**config.mk**
```make
export PLATFORM = sky130hd
export DESIGN_NAME = kdj_cell
export DESIGN_NICKNAME = d
export VERILOG_FILES = /design/src/rtl/core/kdj_pkg.sv /design/src/rtl/core/kdj_cell.sv
export SDC_FILE = /design/constraint.sdc
export NUM_CORES = 1
export LEC_CHECK = 0
export BUFFER_PORTS_ARGS = -buffer_cell sky130_fd_sc_hd__buf_2
export CAP_MARGIN = 30
export CELL_PAD_IN_SITES_DETAIL_PLACEMENT = 0
export CELL_PAD_IN_SITES_GLOBAL_PLACEMENT = 1
export CORE_MARGIN = 5
export CORE_UTILIZATION = 30
export CTS_BUF_LIST = sky130_fd_sc_hd__clkbuf_2 sky130_fd_sc_hd__clkbuf_4 sky130_fd_sc_hd__clkbuf_8
export CTS_CLUSTER_SIZE = 28
export DETAILED_ROUTE_END_ITERATION = 8
export PLACE_DENSITY_LB_ADDON = 0.25
export SLEW_MARGIN = 10
export SYNTH_ARGS = -nofsm -noshare
export SYNTH_HDL_FRONTEND = slang
export SYNTH_SLANG_ARGS = --single-unit
export TNS_END_PERCENT = 1
```
**constraint.sdc**
```tcl
create_clock -name clk -period 2.31 [get_ports clk]
set_input_delay 0.231 -clock clk [delete_from_list [all_inputs] [get_ports clk]]
set_output_delay 0.231 -clock clk [all_outputs]
set_load 0.1 [all_outputs]
```
**src/rtl/core/kdj_pkg.sv**
```systemverilog
// kdj_pkg: shared types and fixed constants for the kdj oscillator core
// used by kdj_cell, kdj_div and stochastic_kdj_oscillator_core; no dependencies
package kdj_pkg;

    // configuration port
    localparam int CFG_IDX_W = 2;
    localparam int CFG_DATA_W = 8;
    localparam int WLEN_W = 6;
    localparam int SMOOTH_W = 8;

    localparam logic [CFG_IDX_W-1:0] REG_WINDOW_LENGTH = 2'd0;
    localparam logic [CFG_IDX_W-1:0] REG_K_SMOOTHING = 2'd1;
    localparam logic [CFG_IDX_W-1:0] REG_D_SMOOTHING = 2'd2;

    localparam logic [WLEN_W-1:0] WLEN_RESET = 6'd9;
    localparam logic [SMOOTH_W-1:0] K_SMOOTH_RESET = 8'd3;
    localparam logic [SMOOTH_W-1:0] D_SMOOTH_RESET = 8'd3;

    // window cell control: load from the younger-side neighbor or rotate toward cell 0
    typedef struct packed {
        logic shift_in;
        logic rotate;
    } cell_ctrl_t;

    // divider status back to the sequencer
    typedef struct packed {
        logic busy;
        logic done;
    } div_stat_t;

endpackage

```
**src/rtl/core/kdj_cell.sv**
```systemverilog
// kdj_cell: one window cell holding the high and low of one bar
// depends on kdj_pkg (cell_ctrl_t)
module kdj_cell #(
    parameter int W = 32
) (
    input  logic                clk,
    input  kdj_pkg::cell_ctrl_t ctrl,
    input  logic [W-1:0]        prev_high,
    input  logic [W-1:0]        prev_low,
    input  logic [W-1:0]        next_high,
    input  logic [W-1:0]        next_low,
    output logic [W-1:0]        high,
    output logic [W-1:0]        low
);
    import kdj_pkg::*;

    logic [W-1:0] high_reg;
    logic [W-1:0] low_reg;

    // insert moves bars one cell older, rotate moves them one cell back toward cell 0
    always_ff @(posedge clk)
    begin
        if (ctrl.shift_in)
        begin
            high_reg <= prev_high;
            low_reg  <= prev_low;
        end
        else if (ctrl.rotate)
        begin
            high_reg <= next_high;
            low_reg  <= next_low;
        end
    end

    assign high = high_reg;
    assign low  = low_reg;

endmodule

```
Word level (Yosys, flattened, before mapping)
Index checks and enable logic that the tools add are counted.
{ "totals": {"word_cells": 7, "reg_bits": 64, "output_inout_bits": 64, "inputBits": 131} }
{ "op_classes": {"n_reduce_logical": 1, "n_mux": 4} }
{ "op_table": {"columns": ["cell", "n"], "rows": [
  ["$mux 32", 4],
  ["$reduce_bool 2->1", 1]
]} }

Logic depth before layout (Yosys ltp)
{ "logic_depth": {"depth_word": 2, "ltp_mapped": 3, "mapped_depth_nobuf": 1} }

Least setup slack after synthesis
OpenSTA, ideal clock, no wires.
{ "synth_path": {"path_type": "input to register", "start": "input port ctrl[1] (netlist bit)", "end": "register high_reg[0] (netlist: high[0]) (enable)", "arrival_time_ps": 1980, "slack_ps": -95, "stages": 3, "cell_sequence": "buf_6 -> buf_6 -> or2_1"} }
{ "synth_via": {"elab_chain_len": 1} }
{ "synth_rtl": {"columns": ["element", "line", "source"], "rows": [
  ["from (decl)", "kdj_cell.sv:7", "input kdj_pkg::cell_ctrl_t ctrl,"],
  ["$reduce_bool 2->1 (no source line)", null, null],
  ["to (signal assigned)", "kdj_cell.sv:25", "high_reg <= prev_high;"],
  ["to (signal assigned)", "kdj_cell.sv:30", "high_reg <= next_high;"],
  ["to (decl)", "kdj_cell.sv:17", "logic [W-1:0] high_reg;"]
]} }
No other way between the ends.
A chain may end at the register's enable or synchronous reset.

Final worst setup path
{ "layout_path": {"start": "register high_reg[9] (netlist: high[9])", "end": "output port high[9]"} }
{ "layout_rtl": {"columns": ["element", "line", "source"], "rows": [
  ["to (decl)", "kdj_cell.sv:12", "output logic [W-1:0] high,"]
]} }
No word-level cell between the ends.

==> metrics.yaml <==
outcome:
  status: "completed"
timing:
  finalMaxSlewViolations: 0
  timing.setup.tns_ps: 0
  final_setup_violations: 0
  rsz0062_at_grt: "no"
  max_freq_mhz: 746
  final-hold-violation-count: 0
  post-route-period-util: 0.580
  finalCriticalPeriod_ps: 1340
  slew-limit-headroom: 0.661
  tightestPinTransition_ps: 513
yosys:
  synth_area_sq_um: 2910
  cell_taking_the_most_area_after_synthesis: "sky130_fd_sc_hd__edfxtp_1"
  postSynthRegisterBits: 64
  ys_top_cells_by_area: "sky130_fd_sc_hd__edfxtp_1, sky130_fd_sc_hd__mux2_4, sky130_fd_sc_hd__mux2_2"
  yosys_warns: 0
  synth.distinct_cells: 6
  yosysSeqAreaShare: 0.661
  post-synth-top-area-fraction: 0.661
  number_of_instances_in_the_synthesized_netlist: 136
  syn-num-nets: 267
  main_combinational_cell_family_by_area_after_synthesis: "multiplexers"
  synth-compound-area-share: 0
  post_synth_mux_area_share: 0.311
  synth_simple_gate_area_share: 0.00215
  yosys.area_share.xor_xnor: 0
  synth-adder-area-share: 0
  synth.avg_cell_area_sq_um: 21.4
grt:
  global_route_wire_length_before_repair_um: 10500
  grt.total_usage: 0.119
  pin_count_of_the_biggest_net_entering_global_routing: 45
  initial_antenna_violation_count: 0
  vias_in_the_first_global_route: 2037
  globalRoute.totalOverflow: 0
worst_setup_path:
  cpLargestDelayFamily: "buffers and inverters"
  timing.critical_path.buf_inv: 1
  crit_path_top_delay_cell: "sky130_fd_sc_hd__buf_2"
  cp.depth: 1
  worst_setup_path_end_kind: "output port"
  cp_data_arrival_time_ps: 1110
  critical_path_required_ps: 2080
  critical_path.cell_chain: "buf_2"
  cpPeakStageDelay_ps: 430
  startpoint_type: "flip-flop"
  critical_path_class: "flip-flop to output port"
  critical_path_peak_fanout: 1
  crit_start: "high[9]"
cts:
  ctsRootBufferMaster: "sky130_fd_sc_hd__clkbuf_8"
  cts_resized: 0
  clock_tree.htree_level_count: 3
  tritoncts_clock_tree: "yes"
  cts-hold-fix-buffers: 0
  clock_pin_slew_reported_for_the_worst_setup_and_hold_paths_after_clock_tree_synthesis_ps: 70
  cts_buffers: 9
  tritoncts_num_sinks: 64
  cts.path.max_buffers: 2
  post-cts-setup-buffer-count: 0
place:
  place.detailed.hpwl_um: 5740
  port_buffers: 194
  dpl.cell_count: 460
  routabilityCongestion: 0.708
routing:
  drtPass1Iterations: 5
  detail_route.iter0.violations: 55
  drt_drc_violations_left: 0
  postRouteWirelength_um: 7340
  routed_via_density: 4.12
  drt-wirelength-per-cell_um: 15.4
  detailroute.via_count: 1961
  drtAntennaViolNets: 0
cells_and_area:
  layout_commonest_cell: "sky130_fd_sc_hd__buf_2"
  top_library_cells_by_usage_in_the_layout_fill_and_taps_aside: "sky130_fd_sc_hd__buf_2, sky130_fd_sc_hd__edfxtp_1, sky130_fd_sc_hd__mux2_4"
  layout-area-overhead-vs-synth_pct: 44.7
  drive_above_1_share: 0.810
  multi_input_area_sq_um: 911
  final-seq-area_sq_um: 1920
  fillers: 922
  filler_free_cell_count_of_the_finished_design: 476
  finalNetCount: 469
  antenna_cells: 0
pwr:
  p_leak_nw: 2.00
  power_per_cell_area_nw_per_um2: 863
  vdd.ir_drop.worst_mv: 0.307
floorplanning:
  start_util: 0.303
  die_y_um: 108
  floorplan.core_area_sq_um: 9590
  fp.dieW_um: 108
  dieArea_sq_um: 11800
  io_pins: 195
  num_rows: 36
flow_run:
  max_cap_violations: 0
worst_hold_path:
  worst_hold_path.num_cells: 2
  min_path_type: "primary input to flip-flop"
  min-delay-start: "prev_high[8]"
-- area by class of cell --
cell class	count	area share
clock inverter	5	0.00566
sequential	64	0.457
timing repair buffer	198	0.248
multi-input combinational	65	0.217
tap	133	0.0396
clock buffer	11	0.0330
-- report_power, final --
part,switching (mW),internal [mW]
clock network,0.403,0.402
registers,0.0275,1.43
logic,1.08,0.287
total,1.51,2.11
-- cells in the mapped netlist --
master	instances
sky130_fd_sc_hd__buf_2	1
sky130_fd_sc_hd__buf_6	6
sky130_fd_sc_hd__edfxtp_1	64
sky130_fd_sc_hd__mux2_2	15
sky130_fd_sc_hd__mux2_4	49
sky130_fd_sc_hd__or2_1	1
-- layer usage --
layer  up-vias  track usage  routed length (um)
met5         -            0                   0
met4         0       0.0433                 104
met3         8       0.0388                 707
met2       100        0.219                3910
met1       915        0.126                2620
li1        938            -                   -
-- worst paths after layout --
path | slack (ps) | endpoint
setup / recovery | 970 | high[9]
hold / removal | 200 | high[8]
-- per-stage QoR --
stage	total power [mW]	hold slack, ps	setup slack [ps]	util	cell area, sq um
global route	3.78	171	915	0.438	4200
floorplan	2.60	448	538	-	2910
CTS	3.70	173	930	0.438	4200
finish	3.63	200	970	0.438	4200
detailed placement	2.86	534	851	0.421	4040
global placement	2.85	532	866	0.421	4040
-- cell families (layout without fill, tap and decap cells) --
family / after synthesis / in the layout
mux: 64 / 64
flops: 64 / 64
buf+inv: 7 / 214
simple gates: 1 / 1
No activity file was read; power rests on OpenSTA's default activity.
