File: config.mk
export PLATFORM = sky130hd
export DESIGN_NAME = kdj_div
export DESIGN_NICKNAME = d
export VERILOG_FILES = /design/src/rtl/core/kdj_pkg.sv /design/src/rtl/core/kdj_div.sv
export SDC_FILE = /design/constraint.sdc
export NUM_CORES = 1
export LEC_CHECK = 0
export ABC_AREA = 0
export BUFFER_PORTS_ARGS = -buffer_cell sky130_fd_sc_hd__buf_2
export CAP_MARGIN = 20
export CORE_MARGIN = 2
export CORE_UTILIZATION = 56
export DETAILED_ROUTE_END_ITERATION = 16
export GPL_TIMING_DRIVEN = 0
export PLACE_DENSITY_LB_ADDON = 0.3
export SYNTH_ARGS = -nofsm -noshare
export SYNTH_HDL_FRONTEND = slang
export SYNTH_SLANG_ARGS = --single-unit
File: constraint.sdc
create_clock -name clk -period 3.8 [get_ports clk]
set_input_delay 0.19 -clock clk [delete_from_list [all_inputs] [get_ports clk]]
set_output_delay 0.19 -clock clk [all_outputs]
set_load 0.02 [all_outputs]
File: src/rtl/core/kdj_pkg.sv
// kdj_pkg: shared types and fixed constants for the kdj oscillator core
// used by kdj_cell, kdj_div and stochastic_kdj_oscillator_core; no dependencies
package kdj_pkg;

    // configuration port
    localparam int CFG_IDX_W = 2;
    localparam int CFG_DATA_W = 8;
    localparam int WLEN_W = 6;
    localparam int SMOOTH_W = 8;

    localparam logic [CFG_IDX_W-1:0] REG_WINDOW_LENGTH = 2'd0;
    localparam logic [CFG_IDX_W-1:0] REG_K_SMOOTHING = 2'd1;
    localparam logic [CFG_IDX_W-1:0] REG_D_SMOOTHING = 2'd2;

    localparam logic [WLEN_W-1:0] WLEN_RESET = 6'd9;
    localparam logic [SMOOTH_W-1:0] K_SMOOTH_RESET = 8'd3;
    localparam logic [SMOOTH_W-1:0] D_SMOOTH_RESET = 8'd3;

    // window cell control: load from the younger-side neighbor or rotate toward cell 0
    typedef struct packed {
        logic shift_in;
        logic rotate;
    } cell_ctrl_t;

    // divider status back to the sequencer
    typedef struct packed {
        logic busy;
        logic done;
    } div_stat_t;

endpackage

File: src/rtl/core/kdj_div.sv
// kdj_div: restoring divider, one quotient bit per cycle
// depends on kdj_pkg (div_stat_t); caller guarantees dividend >> QW < divisor
module kdj_div #(
    parameter int DIVW = 32,
    parameter int QW = 23
) (
    input  logic               clk,
    input  logic               rst_n,
    input  logic               start,
    input  logic [DIVW+QW-1:0] dividend,
    input  logic [DIVW-1:0]    divisor,
    output logic [QW-1:0]      quotient,
    output kdj_pkg::div_stat_t stat
);
    import kdj_pkg::*;

    localparam int QCW = (QW > 1) ? $clog2(QW) : 1;

    logic [DIVW-1:0] rem_reg;
    logic [QW-1:0]   bits_reg;
    logic [DIVW-1:0] dsr_reg;
    logic [QCW-1:0]  cnt_reg;
    logic            busy_reg;
    logic            done_reg;

    logic [DIVW:0]   trial;
    logic [DIVW:0]   diff;
    logic            ge;

    assign trial = {rem_reg, bits_reg[QW-1]};
    assign diff  = trial - {1'b0, dsr_reg};
    assign ge    = (trial >= {1'b0, dsr_reg});

    always_ff @(posedge clk or negedge rst_n)
    begin
        if (!rst_n)
        begin
            busy_reg <= 1'b0;
            done_reg <= 1'b0;
            cnt_reg  <= '0;
        end
        else
        begin
            done_reg <= 1'b0;
            if (start)
            begin
                busy_reg <= 1'b1;
                cnt_reg  <= '0;
            end
            else if (busy_reg)
            begin
                cnt_reg <= cnt_reg + 1'b1;
                if (cnt_reg == QCW'(QW - 1))
                begin
                    busy_reg <= 1'b0;
                    done_reg <= 1'b1;
                end
            end
        end
    end

    // dividend bits leave at the top of bits_reg while quotient bits enter at the bottom
    always_ff @(posedge clk)
    begin
        if (start)
        begin
            rem_reg  <= dividend[DIVW+QW-1:QW];
            bits_reg <= dividend[QW-1:0];
            dsr_reg  <= divisor;
        end
        else if (busy_reg)
        begin
            rem_reg  <= ge ? diff[DIVW-1:0] : trial[DIVW-1:0];
            bits_reg <= {bits_reg[QW-2:0], ge};
        end
    end

    assign quotient  = bits_reg;
    assign stat.busy = busy_reg;
    assign stat.done = done_reg;

endmodule

Word level (Yosys, flattened, before mapping)
Index checks and enable logic that the tools add are counted.

Multiply operators: 0. Shift operators: 0. Bitwise gates (word level): 0. Add/subtract/negate cells: 2. Reduce and logical (&&, ||, !) cells: 1. Equal/unequal tests: 1. Divide/modulo/power cells: 0. Muxes and demuxes: 13. Magnitude comparators: 1.

Operators by type and width (count): two-way mux 32 bit (3); two-way mux 23 bit (2); greater-or-equal comparator 33 x 32 -> 1 bit (1); subtractor 32 bit (1); two-way mux 5 bit (2); two-way mux 1 bit (6); adder 5 x 1 -> 5 bit, second input constant (1); == test 5 bit, second input constant (1); nonzero test 2 bit (1).

Bits in writable memories: 0. Memories kept: 0. Output and inout port bits: 25. Flip-flop bits (word level): 94. Latch bits: 0. Bits of input ports: 90. Memory bits (read-only): 0.

Logic depth before layout (Yosys ltp)
Gate-level depths: netlist of the first run.

Depth after elaboration: 4. Gate-level depth with buffers: 14. Depth with buffers taken out: 14.

Worst setup path after synthesis of the first run
Ideal clock, no wire load.

Path type: flip-flop to flip-flop. From: register bits_reg[22], in the netlist quotient[22]. To: register rem_reg[28] (data pin). Clock period less this slack: 3105 ps. Arrival: 2838 ps. Buffers on the path: 0. Setup slack: 695 ps. Stages on the path, launching flop included: 15. Required time: 3533 ps. Library setup time: 267 ps. Cells stage by stage: edfxtp_1 -> inv_1 -> ha_1 -> inv_1 -> fa_1 -> a211o_1 -> a21o_1 -> nand4_1 -> a22oi_1 -> a221oi_1 -> o21a_1 -> o21ai_0 -> a21oi_1 -> xor2_1 -> o31ai_1.

Cells in the longest elaborated chain, start to end: 4. Elaborated cells on any way between the ends: 5. Classes of those cells: add/sub (1); order compare (1); mux (3).

RTL lines: start, declared (line kdj_div.sv:20) `logic [QW-1:0] bits_reg;`; start signal, assigned (line kdj_div.sv:68) `bits_reg <= dividend[QW-1:0];`; start signal, assigned (line kdj_div.sv:74) `bits_reg <= {bits_reg[QW-2:0], ge};`; subtractor 32 bit / greater-or-equal comparator 33 x 32 -> 1 bit (equally long branches) (line kdj_div.sv:31, kdj_div.sv:32); two-way mux 32 bit * (line kdj_div.sv:73) `rem_reg <= ge ? diff[DIVW-1:0] : trial[DIVW-1:0];`; two-way mux 32 bit * (line kdj_div.sv:71) `else if (busy_reg)`; two-way mux 32 bit * (line kdj_div.sv:65) `if (start)`; end signal, assigned (line kdj_div.sv:67) `rem_reg <= dividend[DIVW+QW-1:QW];`; end signal, assigned (line kdj_div.sv:73); end, declared (line kdj_div.sv:19) `logic [DIVW-1:0] rem_reg;`.

Every way passes the cells marked *; elsewhere a longest branch is shown, timed or not. The select of a mux whose other input is x is not followed. A chain may end at the register's enable or synchronous reset.

Worst setup path in the final report of the first run
Same ends and word-level chain as after synthesis.

==> results by group, run 1 <==
Clocking
  • Root Driver: clkbuf_8
  • Num CTS Buffers: 9
  • Setup bufs post-CTS: 0
  • CTS clk-pin slew, worst paths: 0.10 ns
  • Worst-skew pair later-pin latency: 0.39 ns
  • Sink Count: 94
  • # H-tree levels: 3
  • CTS tree: built
  • CTS Buffer Depth: 2

Finish
  • Final instance area: 7100 um^2
  • Layout cells sized above 1: 23.8%
  • # diodes: 0
  • Area delta synth->final: 22.5%
  • Fill cell count: 808
  • Non-Filler Instances: 854
  • # nets final: 838

Detailed routing
  • WL/cell: 15.8 um
  • # DRC: 0
  • DRT Wirelength: 13.5 mm
  • Post-route ant nets: 0
  • Detail-routed via count per cell: 5.54
  • DR vias: 4731
  • DRT iter0 DRCs: 295
  • Drt first pass iters: 5

Placed design
  • Post-Place Cells: 805
  • Placer Congestion: 0.895
  • Cell Area, Placed: 6550 um^2
  • Post-Place Setup Slack: 0.377 ns
  • Input/output buffers: 114
  • Post-DP HPWL: 9.85 mm

Critical path
  • WS Path Type: flop to flop
  • CP max stage cell: a221oi_1
  • FF-to-FF setup slack: 0.34 ns
  • Worst EP arrival: 3.59 ns
  • Stages on the worst setup path: 14
  • Crit Reg-Reg Startpoint: quotient[22]$_DFFE_PP_
  • Worst-path fanout max: 3
  • RR Endpoint: rem_reg[28]$_DFFE_PP_
  • Required @ worst endpoint: 3.93 ns
  • Top Family by Delay on Critical Path: compound AO/OA/AOI/OAI gates
  • CP startpoint: quotient[22]$_DFFE_PP_
  • Crit path launch type: flop
  • CP Capture Type: flop
  • CP Capture Point: rem_reg[28]$_DFFE_PP_
  • FF-to-FF path depth: 14
  • Buf+Inv Stages, Crit Path: 2
  • CP most frequent cell: inv_1
  • Slowest stage delay, CP: 0.44 ns
  • Crit path cell chain: inv_1 -> ha_1 -> inv_1 -> fa_1 -> a211o_1 -> a21o_1 -> nand4_1 -> a22oi_1 -> a221oi_1 -> o21a_1 -> o21ai_0 -> a21oi_1 -> xor2_1 -> o31ai_1

Logic synthesis
  • Most common cell in the netlist: edfxtp_1
  • Seq/Total Area, Yosys: 48.1%
  • Most used DFF post-synth: edfxtp_1
  • Number of synthesized register bits: 94
  • Yosys warns: 0
  • Synth Area in Simple Gates: 12.7%
  • Largest cells by area after synthesis: edfxtp_1, ha_1, a21oi_1, mux2_2, nor2b_1
  • Ys async rst share: 7.45%
  • Compound-cell area share of the yosys netlist: 16.8%
  • Mapped Area: 5790 um^2
  • Syn avg cell area: 10.5 um^2
  • Post-synth EDFFs: 87
  • Most frequent cells after synthesis: edfxtp_1, a21oi_1, nand2_1
  • Main combinational cell family by area after synthesis: compound AO/OA/AOI/OAI gates
  • Yosys cell types: 59
  • Cells after Synth: 554
  • Mux cell area share after synthesis: 5.53%
  • Post-synth top area cell: edfxtp_1
  • Post-synthesis adder-cell area fraction: 7.69%
  • Post-Synth XOR/XNOR Area: 4.54%
  • Syn_nets: 679
  • Post-synth top area share: 45.1%

STA
  • Worst Setup Slack, final: 0.343 ns
  • RSZ-0062 raised after global routing: no
  • Least-Margin Pin Slew: 0.806 ns
  • Final setup fails: 0
  • Fin. Hold Viols: 0
  • Slew Limit Headroom: 46.2%
  • Final period util: 91.0%
  • Final Skew: 0.0160 ns
  • Post-layout min period: 3.46 ns
  • Pins Over Slew Limit: 0
  • Setup TNS: 0 ns
  • Fmax: 289 MHz

GRT
  • Initial antenna violation count: 0
  • First-pass GRT wire length: 22.1 mm
  • M2 GR Usage: 41.3%
  • GRT overflow: 0
  • GRT Util Overall: 25.2%
  • Vias in the first global route: 4705
  • Routing usage on met1: 32.2%
  • GR Util met3: 6.74%
  • Most Used Layer, Global Route: met2
  • Largest net degree at the start of global routing: 35

Die
  • Die X-Extent: 106 um
  • Initial Util: 56.9%
  • Row cnt: 37
  • Die area: 11200 um^2
  • Top-Level Pins: 115
  • Core footprint: 10200 um^2
  • Die height: 106 um

Pwr
  • NetSw: 1890 uW
  • Sequential share of power: 32.9%
  • Combinational power share: 51.2%
  • Final Power: 4740 uW
  • Net Sw Frac: 40.0%
  • Internal Power: 2840 uW
  • Clock power share: 15.9%
  • Pwr Density: 668 nW/um^2
  • P_leak: 0.00310 uW
  • Peak VDD IR: 0.341 mV

Worst hold path
  • Class of the worst hold path: input pin to flop

Run
  • Max capacitance violation total: 0

Outcome
  • Status: finished, final reports clean
## timing repair
| action | 4_1_cts | 5_1_grt |
|---|---|---|
| gates resized for setup | 0 | 0 |
| hold endpoints to repair | 39 | 0 |
| hold buffers | 33 | 0 |
## kinds of logic (layout without fill, tap and decap cells)
| group | count (synthesis) | after routing |
|---|---|---|
| compound gates | 157 | 157 |
| simple gates | 145 | 145 |
| flops | 94 | 94 |
| buf+inv | 64 | 228 |
| fa+ha+maj | 35 | 35 |
| xor+xnor | 30 | 30 |
| mux | 29 | 29 |
## cell type report
type	instances	area, um^2	share of cell area, %
sequential	94	2790	39.3
multi-input combinational	396	2740	38.6
timing repair buffer	148	921	13.0
tap	136	170	2.40
inverter	36	135	1.90
buffer	28	133	1.87
clock buffer	11	131	1.85
clock inverter	5	82.6	1.16
## worst min path at each step
stage | startpoint | to | slack (ns) | cells past startpoint
after floorplan | rst_n | busy_reg$_DFF_PN0_ | -0.11 | 0
after global placement | rst_n | cnt_reg[0]$_DFFE_PN0P_ | 0.03 | 1
after detailed placement | rst_n | cnt_reg[1]$_DFFE_PN0P_ | 0.03 | 1
after CTS | dividend[30] | rem_reg[7]$_DFFE_PP_ | 0.06 | 3
after global routing | dividend[1] | quotient[1]$_DFFE_PP_ | 0.08 | 2
final | dividend[31] | rem_reg[8]$_DFFE_PP_ | 0.08 | 3
## metal layers
metal	wire [um]	vias up	part of all wire (%)
met4	286	0	2.1
met1	5920	2195	44
met2	6390	175	47
li1	-	2334	-
met3	896	27	6.6
met5	0	-	0
## worst min-delay path, delay by kind of cell
| kind | cells | cell delay (ns) |
|---|---|---|
| buf+inv | 1 | 0.08 |
| compound gates | 1 | 0.05 |
| simple gates | 1 | 0.04 |
## per-stage QoR
step	util, %	hold WS (ns)
2_1_floorplan	-	-0.106
3_3_place_gp	64.1	0.0287
3_5_place_dp	64.3	0.0330
4_1_cts	69.7	0.0617
5_1_grt	69.7	0.0761
6_report	69.7	0.0761
## power groups by stage
stage / Combinational [uW] / Sequential [uW] / Clock [uW]
after floorplan: 1830 / 1580 / 0
after global placement: 2320 / 1570 / 0
after CTS: 2410 / 1560 / 766
after detailed placement: 2370 / 1580 / 0
final: 2430 / 1560 / 752
after global routing: 2720 / 1590 / 799
## cells in the final DEF, fill, tap and decap left out, types with 17 or more instances in the layout
master	instances
nor2b_1	29
inv_1	36
clkbuf_1	17
a21oi_1	76
dlygate4sd3_1	33
mux2_2	24
ha_1	34
nand2_1	48
nor2_1	22
edfxtp_1	87
o21ai_0	21
buf_2	118
No activity file was read; power rests on OpenSTA's default activity.
==> run 2, diff against run 1 <==
==> constraint.sdc (replaced) <==
create_clock -name clk -period 3.5 [get_ports clk]
set_input_delay 0.7 -clock clk [delete_from_list [all_inputs] [get_ports clk]]
set_output_delay 0.7 -clock clk [all_outputs]
set_load 0.02 [all_outputs]
==> results by group, run 2 (synthesis results as in run 1) <==
Finish
  • Fill cell count: 849 (+5.1%)
  • Area delta synth->final: 17.0%
  • Layout cells sized above 1: 25.3% (+1.4 points)
  • Most frequent cells in the layout: buf_2, edfxtp_1, a21oi_1
  • Multi-input logic area: 2750 um^2 (+0.37%)
  • Non-Filler Instances: 821 (-3.9%)
  • Storage element area: 2790 um^2 (unchanged)
  • # diodes: 0 (unchanged)
  • Leading cell type in the layout, fill and taps excluded: buf_2
  • # nets final: 805 (-3.9%)

STA
  • Slew Limit Headroom: 46.3% (+0.056 points)
  • RSZ-0062 raised after global routing: yes
  • Pins Over Slew Limit: 0 (unchanged)
  • Setup TNS: 0 ns (unchanged)
  • Least-Margin Pin Slew: 0.806 ns (-0.000846 ns)
  • Fin. Hold Viols: 0 (unchanged)
  • Final Skew: 0.0153 ns (-0.000724 ns)
  • Post-layout min period: 3.36 ns (-0.101 ns)
  • Final setup fails: 0 (unchanged)
  • Fmax: 298 MHz (+3.0%)
  • Final period util: 95.9% (+4.9 points)

GRT
  • Largest net degree at the start of global routing: 35 (unchanged)
  • Vias in the first global route: 4561 (-3.1%)
  • Initial antenna violation count: 0 (unchanged)
  • GRT Util Overall: 24.6% (-0.57 points)
  • First-pass GRT wire length: 21.5 mm (-2.5%)
  • GRT overflow: 0 (unchanged)

Critical path
  • CP Capture Type: flop
  • Worst-path fanout max: 3 (unchanged)
  • Buf+Inv Stages, Crit Path: 2 (unchanged)
  • CP most frequent cell: inv_1
  • Top Family by Delay on Critical Path: compound AO/OA/AOI/OAI gates
  • FF-to-FF setup slack: 0.14 ns (-0.20 ns)
  • Worst EP arrival: 3.49 ns (-0.10 ns)
  • WS Path Type: flop to flop
  • CP max stage cell: edfxtp_1
  • Crit path cell chain: inv_1 -> ha_1 -> inv_1 -> fa_1 -> a211o_1 -> a21o_1 -> nand4_1 -> a22oi_1 -> a221oi_2 -> o21a_1 -> o21ai_0 -> a21oi_1 -> xor2_1 -> o31ai_1
  • Required @ worst endpoint: 3.64 ns (-0.29 ns)
  • Crit path launch type: flop
  • Slowest stage delay, CP: 0.43 ns (about the same)

Die
  • Die X-Extent: 106 um (unchanged)
  • Top-Level Pins: 115 (unchanged)
  • Initial Util: 56.9% (unchanged)
  • Die height: 106 um (unchanged)
  • Die area: 11200 um^2 (unchanged)
  • Row cnt: 37 (unchanged)
  • Core footprint: 10200 um^2 (unchanged)

Clocking
  • Post-CTS Hold Buffers: 0 (-100%)
  • CTS clk-pin slew, worst paths: 0.10 ns (about the same)
  • Num CTS Buffers: 9 (unchanged)
  • Root Driver: clkbuf_8
  • # H-tree levels: 3 (unchanged)
  • CTS tree: built
  • Worst-skew pair later-pin latency: 0.40 ns (about the same)
  • Sink Count: 94 (unchanged)
  • CTS Buffer Depth: 2 (unchanged)

Detailed routing
  • DR vias: 4595 (-2.9%)
  • Drt first pass iters: 5 (unchanged)
  • Post-route ant nets: 0 (unchanged)
  • DRT iter0 DRCs: 291 (-1.4%)
  • DRT Wirelength: 13.2 mm (-2.0%)
  • # DRC: 0 (unchanged)
  • WL/cell: 16.1 um (+2.0%)
  • Detail-routed via count per cell: 5.60 (+1.0%)

Run
  • Max capacitance violation total: 0 (unchanged)

Placed design
  • Post-Place Cells: 805 (unchanged)
  • Input/output buffers: 114 (unchanged)
  • Post-DP HPWL: 9.85 mm (unchanged)
  • Placer Congestion: 0.895 (unchanged)

Worst hold path
  • Class of the worst hold path: input pin to asynchronous set/reset pin

Pwr
  • Peak VDD IR: 0.360 mV (+5.7%)
  • Pwr Density: 757 nW/um^2 (+13%)
  • P_leak: 0.00297 uW (-4.4%)

Outcome
  • Status: finished, final reports clean
[run 2: stage by stage]
step	setup slack, ns	instance area [um^2]	hold WS (ns)	total power [uW]	util (%)
global placement	-0.0508	6530	0.539	4230	64.1
floorplan	0.395	5790	0.404	3710	-
global route	-0.0644	6780	0.107	5530	66.5
finish	0.144	6780	0.118	5130	66.5
detailed placement	0.0775	6550	0.543	4290	64.3
CTS	0.0604	6770	0.106	5110	66.4
[run 2: timing repair]
item                                    4_1_cts  5_1_grt
endpoints found under the setup margin        0        3
gates resized for setup                       0        2
hold endpoints to repair                      0        0
buffers inserted                              0        0
[run 2: layout make-up]
cell class	count	area share, %
Buffer	28	1.96
Clock buffer	11	1.94
Clock inverter	5	1.22
Inverter	36	1.99
Multi-Input combinational cell	396	40.5
Sequential cell	94	41.1
Tap cell	136	2.51
Timing Repair Buffer	115	8.71
[run 2: worst paths after layout]
kind,from,end,cells past startpoint
min in group clk,divisor[31],dsr_reg[31]$_DFFE_PP_,1
max,quotient[22]$_DFFE_PP_,rem_reg[28]$_DFFE_PP_,14
min reg2reg,cnt_reg[2]$_DFFE_PN0P_,done_reg$_DFF_PN0_,2
max reg2reg,quotient[22]$_DFFE_PP_,rem_reg[28]$_DFFE_PP_,14
max in group asynchronous,rst_n,cnt_reg[0]$_DFFE_PN0P_,1
min,rst_n,cnt_reg[4]$_DFFE_PN0P_,1
[run 2: layer usage]
layer	wire length, um	part of all wire, %	track usage (%)	vias up
li1	-	-	-	2265
met4	281	2.1	9.02	0
met3	922	7.0	7.48	26
met5	0	0	0	-
met2	6220	47	39.9	158
met1	5810	44	31.3	2146
[run 2: power breakdown]
part | internal, uW | switching (uW) | leakage [uW]
Combinational | 1110 | 1510 | 0.00188
Clock | 407 | 412 | 0.000108
Sequential | 1550 | 140 | 0.000981
==> run 3, diff against run 2 <==
Settings changed: BUFFER_PORTS_ARGS -buffer_cell sky130_fd_sc_hd__buf_2 to -buffer_cell sky130_fd_sc_hd__buf_4, CORE_MARGIN 2 to 3.
Clock period 3.5 ns to 3.4 ns, I/O delays scaled along.
==> results by group, run 3 (synthesis results as in run 1) <==
Pwr
  • Net Sw Frac: 40.9% (+0.74 points)
  • Peak VDD IR: 0.372 mV (+3.3%)
  • Pwr Density: 740 nW/um^2 (-2.2%)
  • Combinational power share: 53.7% (+2.7 points)
  • P_leak: 0.00306 uW (+3.0%)
  • Clock power share: 12.7% (-3.3 points)
  • NetSw: 2130 uW (+3.4%)
  • Internal Power: 3080 uW (+0.27%)
  • Final Power: 5210 uW (+1.5%)
  • Sequential share of power: 33.7% (+0.7 points)

Detailed routing
  • DRT iter0 DRCs: 235 (-19%)
  • # DRC: 0 (unchanged)
  • Drt first pass iters: 7 (+2)
  • DRT Wirelength: 13.4 mm (+1.4%)
  • Detail-routed via count per cell: 5.65 (+1.0%)
  • Post-route ant nets: 0 (unchanged)
  • WL/cell: 16.4 um (+1.5%)
  • DR vias: 4637 (+0.91%)

Die
  • Die X-Extent: 108 um (+1.9%)
  • Die area: 11600 um^2 (+3.8%)
  • Initial Util: 58.4% (+1.6 points)
  • Die height: 108 um (+1.9%)
  • Top-Level Pins: 115 (unchanged)
  • Row cnt: 36 (-2.7%)
  • Core footprint: 9910 um^2 (-2.7%)

STA
  • Slew Limit Headroom: 63.9% (+18 points)
  • Post-layout min period: 3.25 ns (-0.107 ns)
  • Final setup fails: 0 (unchanged)
  • Final period util: 95.5% (-0.34 points)
  • Setup TNS: 0 ns (unchanged)
  • Fin. Hold Viols: 0 (unchanged)
  • Final Skew: 0.0106 ns (-0.00467 ns)
  • Fmax: 308 MHz (+3.3%)
  • Pins Over Slew Limit: 0 (unchanged)
  • Least-Margin Pin Slew: 0.542 ns (-0.263 ns)

Critical path
  • Crit path cell chain: inv_1 -> ha_1 -> inv_1 -> fa_2 -> a211o_1 -> a21o_1 -> nand4_1 -> a22oi_1 -> a221oi_2 -> o21a_1 -> o21ai_0 -> a21oi_1 -> xor2_1 -> o31ai_1
  • Slowest stage delay, CP: 0.42 ns (about the same)
  • CP max stage cell: edfxtp_1
  • CP most frequent cell: inv_1
  • Worst EP arrival: 3.35 ns (-0.14 ns)
  • FF-to-FF path depth: 14 (unchanged)
  • Top Family by Delay on Critical Path: compound AO/OA/AOI/OAI gates
  • Required @ worst endpoint: 3.50 ns (-0.14 ns)
  • WS Path Type: flop to flop
  • Worst-path fanout max: 3 (unchanged)
  • RR Endpoint: rem_reg[28]$_DFFE_PP_
  • Crit Reg-Reg Startpoint: quotient[22]$_DFFE_PP_
  • CP Capture Type: flop
  • CP startpoint: quotient[22]$_DFFE_PP_
  • Buf+Inv Stages, Crit Path: 2 (unchanged)
  • FF-to-FF setup slack: 0.15 ns (about the same)
  • Crit path launch type: flop

Finish
  • Area delta synth->final: 21.5%
  • Multi-input logic area: 2750 um^2 (+0.27%)
  • Most frequent cells in the layout: buf_4, edfxtp_1, a21oi_1
  • Layout cells sized above 1: 25.8% (+0.51 points)
  • # diodes: 0 (unchanged)
  • Leading cell type in the layout, fill and taps excluded: buf_4
  • Non-Filler Instances: 820 (-0.12%)
  • Storage element area: 2790 um^2 (unchanged)
  • # nets final: 807 (+0.25%)
  • Fill cell count: 773 (-9.0%)

Clocking
  • Sink Count: 94 (unchanged)
  • CTS Buffer Depth: 2 (unchanged)
  • Root Driver: clkbuf_8
  • Post-CTS Hold Buffers: 0 (unchanged)
  • Num CTS Buffers: 9 (unchanged)
  • CTS tree: built
  • Worst-skew pair later-pin latency: 0.36 ns (-0.04 ns)
  • CTS clk-pin slew, worst paths: 0.09 ns (about the same)
  • # H-tree levels: 3 (unchanged)

GRT
  • Vias in the first global route: 4680 (+2.6%)
  • Initial antenna violation count: 0 (unchanged)
  • GRT overflow: 0 (unchanged)
  • GRT Util Overall: 23.9% (-0.69 points)
  • Largest net degree at the start of global routing: 38 (+8.6%)
  • First-pass GRT wire length: 22.0 mm (+2.2%)

Worst hold path
  • Class of the worst hold path: input pin to asynchronous set/reset pin

Outcome
  • Status: finished, final reports clean

Placed design
  • Placer Congestion: 0.900 (+0.51%)
  • Input/output buffers: 114 (unchanged)
  • Post-Place Cells: 802 (-0.37%)
  • Post-DP HPWL: 10.2 mm (+3.7%)

Run
  • Max capacitance violation total: 0 (unchanged)
## run 3: changes by cell type in the layout (fill, tap and decap cells not counted), sizes merged
cell	change
bufinv	-2
inv	-1
buf	+4
clkbuf	-3
clkinv	+4
## run 3: how the worst max path moves through the flow
stage / end / cells after the start
3_5_place_dp: rem_reg[28]$_DFFE_PP_ / 14
3_3_place_gp: rem_reg[28]$_DFFE_PP_ / 14
6_report: rem_reg[28]$_DFFE_PP_ / 14
2_1_floorplan: rem_reg[28]$_DFFE_PP_ / 14
5_1_grt: rem_reg[28]$_DFFE_PP_ / 14
4_1_cts: rem_reg[26]$_DFFE_PP_ / 14
## run 3: cell type report
cell class                      instances  area share, %
Clock inverter                          6          0.534
Tap cell                              133           2.37
Multi-Input combinational cell        396           39.1
Buffer                                 28           1.92
Clock buffer                           10           1.81
Sequential cell                        94           39.6
Timing Repair Buffer                  117           12.7
Inverter                               36           1.92
## run 3: power by group through the flow
stage / combinational [uW] / clock, uW / sequential (uW)
CTS: 2740 / 675 / 1750
global placement: 2660 / 0 / 1760
detailed placement: 2710 / 0 / 1770
floorplan: 2050 / 0 / 1770
global route: 3120 / 719 / 1790
finish: 2800 / 659 / 1750
## run 3: repair_timing
| action | CTS | global route |
|---|---|---|
| setup buffers | 0 | 2 |
| pin swaps | 0 | 4 |
| endpoints found under the setup margin | 1 | 23 |
| endpoints found under the hold margin | 0 | 0 |
| gates resized for setup | 1 | 10 |
| gates cloned | 0 | 0 |
## run 3: routing by layer
metal / up-vias / routed length (um) / track usage (%)
met5: - / 0 / 0
met4: 0 / 161 / 6.31
met3: 17 / 1050 / 6.54
met2: 157 / 6390 / 38.9
met1: 2189 / 5810 / 31.8
li1: 2274 / - / -
## run 3: through the flow
step                      worst slack [ns]  area (um^2)  utilization [%]  hold WS (ns)
after floorplan                      0.295         5790                -         0.384
final                                0.151         7030             71.0         0.112
after detailed placement         0.0000313         6830             69.0         0.497
after global placement              0.0553         6810             68.8         0.496
after CTS                           0.0667         7010             70.7        0.0979
after global routing               -0.0232         7030             71.0        0.0961
